**src/design/assert_macros.svh**
```systemverilog
// Assertion macros for the RTL of the temperature display block.
`ifndef ASSERT_MACROS_SVH
`define ASSERT_MACROS_SVH

// Concurrent assertion checked on the rising clock edge, ignored while reset is high.
`define TSSM_ASSERT(label, clk, rst, prop, msg) \
   label: assert property (@(posedge clk) disable iff (rst) prop) else $error(msg);

// Concurrent assertion checked on every rising clock edge, including during reset.
`define TSSM_ASSERT_ALWAYS(label, clk, prop, msg) \
   label: assert property (@(posedge clk) prop) else $error(msg);

`endif

```
**src/design/tssm_pkg.sv**
```systemverilog
`timescale 1ns / 1ps
`default_nettype none

package tssm_pkg;

   typedef enum logic [1:0] {
      ACT_SAMPLE     = 2'd0,
      ACT_CELSIUS    = 2'd1,
      ACT_FAHRENHEIT = 2'd2,
      ACT_TICK       = 2'd3
   } action_type;

   localparam int unsigned SAMPLE_W  = 10;
   localparam int unsigned VALUE_W   = 10;
   localparam int unsigned SEG_W     = 7;
   localparam int unsigned DIGITS    = 3;
   localparam int unsigned INDEX_W   = 2;

   localparam logic [INDEX_W-1:0] LAST_DIGIT = 2'd2;
   localparam logic [VALUE_W-1:0] F_OFFSET   = 10'd32;

   // Segment patterns for decimal digits, bit 0 is segment a.
   function automatic logic [SEG_W-1:0] seg_pattern(input logic [3:0] digit);
      logic [SEG_W-1:0] pattern;
      case (digit)
         4'd0: pattern = 7'h3F;
         4'd1: pattern = 7'h06;
         4'd2: pattern = 7'h5B;
         4'd3: pattern = 7'h4F;
         4'd4: pattern = 7'h66;
         4'd5: pattern = 7'h6D;
         4'd6: pattern = 7'h7D;
         4'd7: pattern = 7'h07;
         4'd8: pattern = 7'h7F;
         4'd9: pattern = 7'h6F;
         default: pattern = 7'h00;
      endcase
      return pattern;
   endfunction

endpackage

`default_nettype wire

```
**src/design/tssm_req_if.sv**
```systemverilog
`timescale 1ns / 1ps
`default_nettype none

interface tssm_req_if;
   logic                           valid;
   logic                           ready;
   logic [1:0]                     action;
   logic [tssm_pkg::SAMPLE_W-1:0]  sample;

   modport source (output valid, output action, output sample, input ready);
   modport sink   (input valid, input action, input sample, output ready);
endinterface

`default_nettype wire

```
**src/design/tssm_rsp_if.sv**
```systemverilog
`timescale 1ns / 1ps
`default_nettype none

interface tssm_rsp_if;
   logic                           valid;
   logic                           ready;
   logic [tssm_pkg::SEG_W-1:0]     segments;
   logic [tssm_pkg::DIGITS-1:0]    digit_enable_n;
   logic [tssm_pkg::VALUE_W-1:0]   shown_value;

   modport source (output valid, output segments, output digit_enable_n,
                   output shown_value, input ready);
   modport sink   (input valid, input segments, input digit_enable_n,
                   input shown_value, output ready);
endinterface

`default_nettype wire

```
**src/design/tssm_convert.sv**
```systemverilog
`timescale 1ns / 1ps
`default_nettype none

// Converts a sample to degrees and decodes the digit at the given index.
module tssm_convert (
   input  wire logic [tssm_pkg::SAMPLE_W-1:0] sample,
   input  wire logic                          celsius,
   input  wire logic [tssm_pkg::INDEX_W-1:0]  index,
   output logic      [tssm_pkg::SEG_W-1:0]    segments,
   output logic      [tssm_pkg::DIGITS-1:0]   digit_enable_n,
   output logic      [tssm_pkg::VALUE_W-1:0]  value
);

   logic [19:0] scaled;
   logic [9:0]  quot_est;
   logic [10:0] rem_est;
   logic [9:0]  quot;
   logic [17:0] tens_prod;
   logic [6:0]  tens_all;
   logic [14:0] tens_div_prod;
   logic [3:0]  tens_div;
   logic [15:0] hund_prod;
   logic [3:0]  ones_digit;
   logic [3:0]  tens_digit;
   logic [3:0]  hund_digit;
   logic [3:0]  digit;

   always_comb begin
      if (celsius) begin
         scaled = {10'd0, sample} * 20'd500;
      end else begin
         scaled = {10'd0, sample} * 20'd900;
      end
      // Division by 1023: x = q*1024 + r gives x = q*1023 + (q + r), and
      // q + r stays below 2*1023, so one correction step is enough.
      quot_est = scaled[19:10];
      rem_est  = {1'b0, scaled[9:0]} + {1'b0, quot_est};
      quot     = quot_est + ((rem_est >= 11'd1023) ? 10'd1 : 10'd0);
      value    = celsius ? quot : quot + tssm_pkg::F_OFFSET;
   end

   // Reciprocal multiplies are exact for every value below 1000.
   always_comb begin
      tens_prod     = {8'd0, value} * 18'd205;
      tens_all      = tens_prod[17:11];
      tens_div_prod = {8'd0, tens_all} * 15'd205;
      tens_div      = tens_div_prod[14:11];
      hund_prod     = {6'd0, value} * 16'd41;
      hund_digit    = hund_prod[15:12];
      ones_digit    = 4'(value - {3'd0, tens_all} * 10'd10);
      tens_digit    = 4'(tens_all - {3'd0, tens_div} * 7'd10);
   end

   always_comb begin
      case (index)
         2'd0: begin
            digit          = ones_digit;
            digit_enable_n = 3'b110;
         end
         2'd1: begin
            digit          = tens_digit;
            digit_enable_n = 3'b101;
         end
         2'd2: begin
            digit          = hund_digit;
            digit_enable_n = 3'b011;
         end
         default: begin
            digit          = 4'd0;
            digit_enable_n = 3'b111;
         end
      endcase
      segments = tssm_pkg::seg_pattern(digit);
   end

endmodule

`default_nettype wire

```
**src/design/temperature_seven_segment_mux_core.sv**
```systemverilog
// Temperature display driver for a three-digit multiplexed seven-segment display.
// The req channel carries one event per item: a new 10-bit converter sample,
// select Celsius, select Fahrenheit, or a refresh tick that steps the shown
// digit (ones, tens, hundreds, then back to ones).
// Every event yields exactly one item on the rsp channel: the segment pattern
// of the shown digit, the active-low digit strobes and the converted value,
// all taken from the state as it stands after the event.
// rsp valid rises in the cycle after acceptance; one item is accepted every cycle
// while the receiver takes results, the limit being the single output register.
// A finished item waits in the output register while the receiver stalls; the
// block still accepts a new item in the cycle the waiting item is taken.
// Synchronous reset clears the sample to zero, selects Celsius, points at the
// ones digit and empties the output register.
`timescale 1ns / 1ps
`default_nettype none
`include "assert_macros.svh"

module temperature_seven_segment_mux_core (
   input  wire logic   clock,
   input  wire logic   reset,
   tssm_req_if.sink    req_ch,
   tssm_rsp_if.source  rsp_ch
);

   logic [tssm_pkg::SAMPLE_W-1:0] sample_ff, sample_in;
   logic                          celsius_ff, celsius_in;
   logic [tssm_pkg::INDEX_W-1:0]  index_ff, index_in;
   logic                          rsp_valid_ff;
   logic [tssm_pkg::SEG_W-1:0]    segments_ff;
   logic [tssm_pkg::DIGITS-1:0]   enable_n_ff;
   logic [tssm_pkg::VALUE_W-1:0]  value_ff;
   logic [tssm_pkg::SEG_W-1:0]    segments_in;
   logic [tssm_pkg::DIGITS-1:0]   enable_n_in;
   logic [tssm_pkg::VALUE_W-1:0]  value_in;
   logic                          accept;

   assign req_ch.ready = !rsp_valid_ff || rsp_ch.ready;
   assign accept       = req_ch.valid && req_ch.ready;

   always_comb begin
      sample_in  = sample_ff;
      celsius_in = celsius_ff;
      index_in   = index_ff;
      if (accept) begin
         case (tssm_pkg::action_type'(req_ch.action))
            tssm_pkg::ACT_SAMPLE:     sample_in  = req_ch.sample;
            tssm_pkg::ACT_CELSIUS:    celsius_in = 1'b1;
            tssm_pkg::ACT_FAHRENHEIT: celsius_in = 1'b0;
            tssm_pkg::ACT_TICK: begin
               index_in = (index_ff == tssm_pkg::LAST_DIGIT) ? 2'd0 : index_ff + 2'd1;
            end
            default: index_in = index_ff;
         endcase
      end
   end

   tssm_convert u_convert (
      .sample         (sample_in),
      .celsius        (celsius_in),
      .index          (index_in),
      .segments       (segments_in),
      .digit_enable_n (enable_n_in),
      .value          (value_in)
   );

   always_ff @(posedge clock) begin
      if (reset) begin
         sample_ff    <= '0;
         celsius_ff   <= 1'b1;
         index_ff     <= '0;
         rsp_valid_ff <= 1'b0;
      end else begin
         sample_ff  <= sample_in;
         celsius_ff <= celsius_in;
         index_ff   <= index_in;
         if (accept) begin
            rsp_valid_ff <= 1'b1;
         end else if (rsp_ch.ready) begin
            rsp_valid_ff <= 1'b0;
         end
      end
   end

   always_ff @(posedge clock) begin
      if (accept) begin
         segments_ff <= segments_in;
         enable_n_ff <= enable_n_in;
         value_ff    <= value_in;
      end
   end

   assign rsp_ch.valid          = rsp_valid_ff;
   assign rsp_ch.segments       = segments_ff;
   assign rsp_ch.digit_enable_n = enable_n_ff;
   assign rsp_ch.shown_value    = value_ff;

   `TSSM_ASSERT(a_index_range, clock, reset, index_ff != 2'd3, "digit index out of range")
   `TSSM_ASSERT(a_accept_gives_item, clock, reset, accept |=> rsp_valid_ff, "accepted item lost")
   `TSSM_ASSERT(a_value_range, clock, reset, rsp_valid_ff |-> (value_ff <= 10'd932), "value too large")
   `TSSM_ASSERT(a_strobe_matches_index, clock, reset, rsp_valid_ff |-> (enable_n_ff[index_ff] == 1'b0 && $onehot(~enable_n_ff)), "digit strobe disagrees with index")

endmodule

`default_nettype wire

```
**src/flat_wrapper.sv**
```systemverilog
// flat-port wrapper written by rule: the top's interface ports become plain ports
module temperature_seven_segment_mux_core_flat 
  (clock, reset, req_ch_valid, req_ch_action, req_ch_sample, req_ch_ready, rsp_ch_valid, rsp_ch_segments, rsp_ch_digit_enable_n, rsp_ch_shown_value, rsp_ch_ready);
  tssm_req_if req_ch_i ();
  tssm_rsp_if rsp_ch_i ();
  input  wire logic clock;
  input  wire logic reset;
  input wire logic [$bits(req_ch_i.valid)-1:0] req_ch_valid;
  input wire logic [$bits(req_ch_i.action)-1:0] req_ch_action;
  input wire logic [$bits(req_ch_i.sample)-1:0] req_ch_sample;
  output wire logic [$bits(req_ch_i.ready)-1:0] req_ch_ready;
  output wire logic [$bits(rsp_ch_i.valid)-1:0] rsp_ch_valid;
  output wire logic [$bits(rsp_ch_i.segments)-1:0] rsp_ch_segments;
  output wire logic [$bits(rsp_ch_i.digit_enable_n)-1:0] rsp_ch_digit_enable_n;
  output wire logic [$bits(rsp_ch_i.shown_value)-1:0] rsp_ch_shown_value;
  input wire logic [$bits(rsp_ch_i.ready)-1:0] rsp_ch_ready;
  assign req_ch_i.valid = req_ch_valid;
  assign req_ch_i.action = req_ch_action;
  assign req_ch_i.sample = req_ch_sample;
  assign req_ch_ready = req_ch_i.ready;
  assign rsp_ch_valid = rsp_ch_i.valid;
  assign rsp_ch_segments = rsp_ch_i.segments;
  assign rsp_ch_digit_enable_n = rsp_ch_i.digit_enable_n;
  assign rsp_ch_shown_value = rsp_ch_i.shown_value;
  assign rsp_ch_i.ready = rsp_ch_ready;
  temperature_seven_segment_mux_core u_core (.clock(clock), .reset(reset), .req_ch(req_ch_i), .rsp_ch(rsp_ch_i));
endmodule
```
**config.mk**
```make
export PLATFORM = sky130hd
export DESIGN_NAME = temperature_seven_segment_mux_core_flat
export DESIGN_NICKNAME = d
export VERILOG_FILES = /design/src/design/tssm_pkg.sv /design/src/design/tssm_req_if.sv /design/src/design/tssm_rsp_if.sv /design/src/design/tssm_convert.sv /design/src/design/temperature_seven_segment_mux_core.sv /design/src/flat_wrapper.sv
export VERILOG_INCLUDE_DIRS = /design/src /design/src/design
export SDC_FILE = /design/constraint.sdc
export NUM_CORES = 1
export LEC_CHECK = 0
export BUFFER_PORTS_ARGS = -buffer_cell sky130_fd_sc_hd__buf_2
export CORE_UTILIZATION = 50
export DETAILED_ROUTE_END_ITERATION = 8
export GPL_TIMING_DRIVEN = 0
export PLACE_DENSITY = 0.74
export SLEW_MARGIN = 20
export SYNTH_ARGS = -nofsm -noshare
export SYNTH_HDL_FRONTEND = slang
export SYNTH_SLANG_ARGS = --single-unit
```
**constraint.sdc**
```tcl
create_clock -name clock -period 25.5 [get_ports clock]
set_clock_uncertainty 0.2 [all_clocks]
set_input_delay 5.1 -clock clock [delete_from_list [all_inputs] [get_ports clock]]
set_output_delay 5.1 -clock clock [all_outputs]
set_load 0.05 [all_outputs]
```
==> impl_metrics.toml <==
[status]
outcome = "finished clean"

[place]
port_buffers = 37
dpl_cell_area_mm2 = 0.00860
place.gp.congestion = 0.899
hpwl_mm = 14.6
pre_cts_ws_ps = -49.5

[clocking]
cts_max_level = 2
post_cts_buffers = 0
numCtsBuffers = 5
path_clk_slew_ps = 60
clockBufferDepth = 2
insertion_delay_ps = 290
cts_tree = "done"
cts_sinks = 34
clockRootBuffer = "clkbuf_16"

[sta]
hold_violations = 0
setup_slack_ps = 1160
grt_setup_unrepaired = "false"
setup_viol = 0
slew_violations = 0
slew_headroom_pct = 32.4
fmax_ghz = 0.0411
fin_crit_ps = 24340
timing.final.crit_share_pct = 95.5
fin_hold_ws_ps = 372
tightest_slew_ps = 1010

[finish]
nFillCells = 1406
area_growth_pct = 8.45
diodes = 0
fin_nets = 1198
fin_area_mm2 = 0.00883
layout-drive-gt1-share_pct = 9.51

[yosys]
ys_warn_count = 0
synth-seq-cells = 34
synth_area_mm2 = 0.00814
async_reset_ff_share_pct = 0
synth_cells = 870
syn-num-nets = 1154
synth_edf_count = 20
synth_area_per_cell_um2 = 9.36
synthFlopType = "edfxtp_1"
seq_area_frac_synth_pct = 10.8
ys_types = 88

[floorplanning]
fp-row-count = 46
dieHeight_um = 130
dieArea_mm2 = 0.0168
start_util_pct = 51.3
io_pins = 38
core_area_mm2 = 0.0159
die_w_um = 130

[critical_path]
crit_path_end_kind = "register"
cp_data_required_time_ps = 25330
max_stage_delay_ps = 700
path_class = "in2reg"
cp-start-kind = "input port"
critPathSlowestCell = "a2111oi_1"
worstPathArrival_ps = 24180
path_max_fanout = 10

[route]
antenna_left = 0
drc = 0
wire_per_inst_um = 14.9
first_iter_violations = 324
dr.pass1.iters = 5
route.vias.total = 6254
routed_wl_mm = 16.9
vias_per_cell = 5.53

[global_route]
grtUsageTotal_pct = 21.0
antenna_found_initial = 0
grt_pass1_vias = 5913
grt_overflow = 0
grt_first_pass_wirelength_mm = 28.1
grt_max_degree = 22

[worst_hold_path]
holdCritPathClass = "reg2reg"

[flow_run]
maxCapViolCount = 0
==> cell usage after synthesis (all sizes together) (12+ instances only) <==
cell type,number,area (um^2)
a211oi,13,97.6
a21oi,42,214
dfxtp,14,280
edfxtp,20,601
fa,61,1220
ha,207,2590
inv,145,544
mux2i,18,180
nand2,32,120
nand2b,13,88.8
nand3,12,60.1
nor2,45,171
o21ai,26,130
xnor2,30,263
xor2,16,140
==> final cells by class <==
type	count	area (um^2)	share of cell area, %
Clock inverter	2	38.8	0.439
Multi-Input combinational cell	679	6690	75.8
Timing Repair Buffer	37	185	2.10
Buffer	12	70.1	0.793
Tap cell	216	270	3.06
Inverter	145	544	6.16
Sequential cell	34	881	9.97
Clock buffer	6	150	1.70
==> logic make-up (layout without fill, tap and decap cells) <==
family / Yosys count / after routing / synth area share [%]
flops: 34 / 34 / 10.8
fa+ha+maj: 270 / 270 / 47.1
simple gates: 167 / 167 / 11.0
buf+inv: 157 / 202 / 7.54
xor+xnor: 46 / 46 / 4.95
mux: 20 / 20 / 2.49
compound gates: 176 / 176 / 16.1
==> per-stage QoR <==
step / utilization (%) / TNS [ps] / cells
global route: 55.6 / 0 / 1131
global placement: 54.1 / 0 / 1123
CTS: 55.4 / 0 / 1131
floorplan: - / 0 / 870
finish: 55.6 / 0 / 1131
detailed placement: 54.2 / -75.8 / 1123
==> worst max-delay path, delay by kind of cell <==
kind                     cells  cell delay, ps
AO/OA/AOI/OAI               18            4540
XOR/XNOR                     9            1960
adder cells (fa/ha/maj)     19            7960
buffers and inverters       14            1840
multiplexers                 3            1130
AND/OR/NAND/NOR             10            1640
==> routing by layer <==
metal	GRT usage [%]	routed length, um	up-vias
met2	34.4	7550	103
met3	1.73	469	21
met5	0	0	-
li1	-	-	3169
met4	4.92	214	0
met1	29.9	8640	2961
==> path summary, 6_finish.rpt <==
check / startpoint / end / slack, ps / cells past startpoint
min: u_core.index_ff[1] / u_core.index_ff[1] / 370 / 2
min reg2reg: u_core.index_ff[1] / u_core.index_ff[1] / 370 / 2
max: rsp_ch_ready / u_core.rsp_ch.segments[6] / 1160 / 73
max reg2reg: u_core.rsp_ch.valid / u_core.rsp_ch.segments[6] / 5760 / 72
==> registers in the layout (all words and copies together), names as in the netlist <==
signal	flops
u_core.rsp_ch.digit_enable_n	3
u_core.sample_ff	10
u_core.rsp_ch.valid	1
u_core.rsp_ch.segments	7
u_core.celsius_ff	1
u_core.rsp_ch.shown_value	10
u_core.index_ff	2
==> layout by cell type, fill, tap and decap left out, types with 3 or more instances in the layout <==
| cell type | synthesis | routed |
|---|---|---|
| nor2b_1 | 5 | 5 |
| nand4_1 | 5 | 5 |
| o21bai_1 | 4 | 4 |
| clkbuf_1 | 7 | 7 |
| buf_6 | 3 | 3 |
| nor3_1 | 9 | 9 |
| nand2_1 | 32 | 32 |
| o22ai_1 | 4 | 4 |
| inv_1 | 144 | 144 |
| a311oi_1 | 4 | 4 |
| clkbuf_16 | 0 | 6 |
| nor3b_1 | 5 | 5 |
| a31o_2 | 3 | 3 |
| o21a_1 | 7 | 7 |
| and2_1 | 7 | 7 |
| or3_1 | 6 | 6 |
| xnor2_1 | 30 | 28 |
| a211oi_1 | 13 | 13 |
| and3_1 | 4 | 4 |
| o31ai_1 | 6 | 5 |
| edfxtp_1 | 20 | 20 |
| o211ai_1 | 9 | 9 |
| or2_2 | 5 | 5 |
| o21ai_0 | 22 | 22 |
| ha_1 | 207 | 207 |
| nand2b_1 | 12 | 12 |
| a31oi_1 | 3 | 3 |
| nand3_1 | 12 | 12 |
| a21o_1 | 10 | 10 |
| a21oi_1 | 41 | 41 |
| buf_2 | 2 | 39 |
| dfxtp_1 | 14 | 14 |
| o21ai_1 | 4 | 4 |
| mux2i_2 | 0 | 4 |
| mux2i_1 | 18 | 14 |
| xor2_1 | 16 | 16 |
| fa_1 | 61 | 61 |
| nand3b_1 | 4 | 4 |
| nor2_1 | 44 | 44 |
==> repair_timing <==
item	4_1_cts	5_1_grt
endpoints found under the setup margin	0	7
gates resized for setup	0	8
hold buffers	0	0
Power is left out: the tool's default activity adds up to more than one toggle a clock period on the data nets, which glitch-free logic cannot reach.
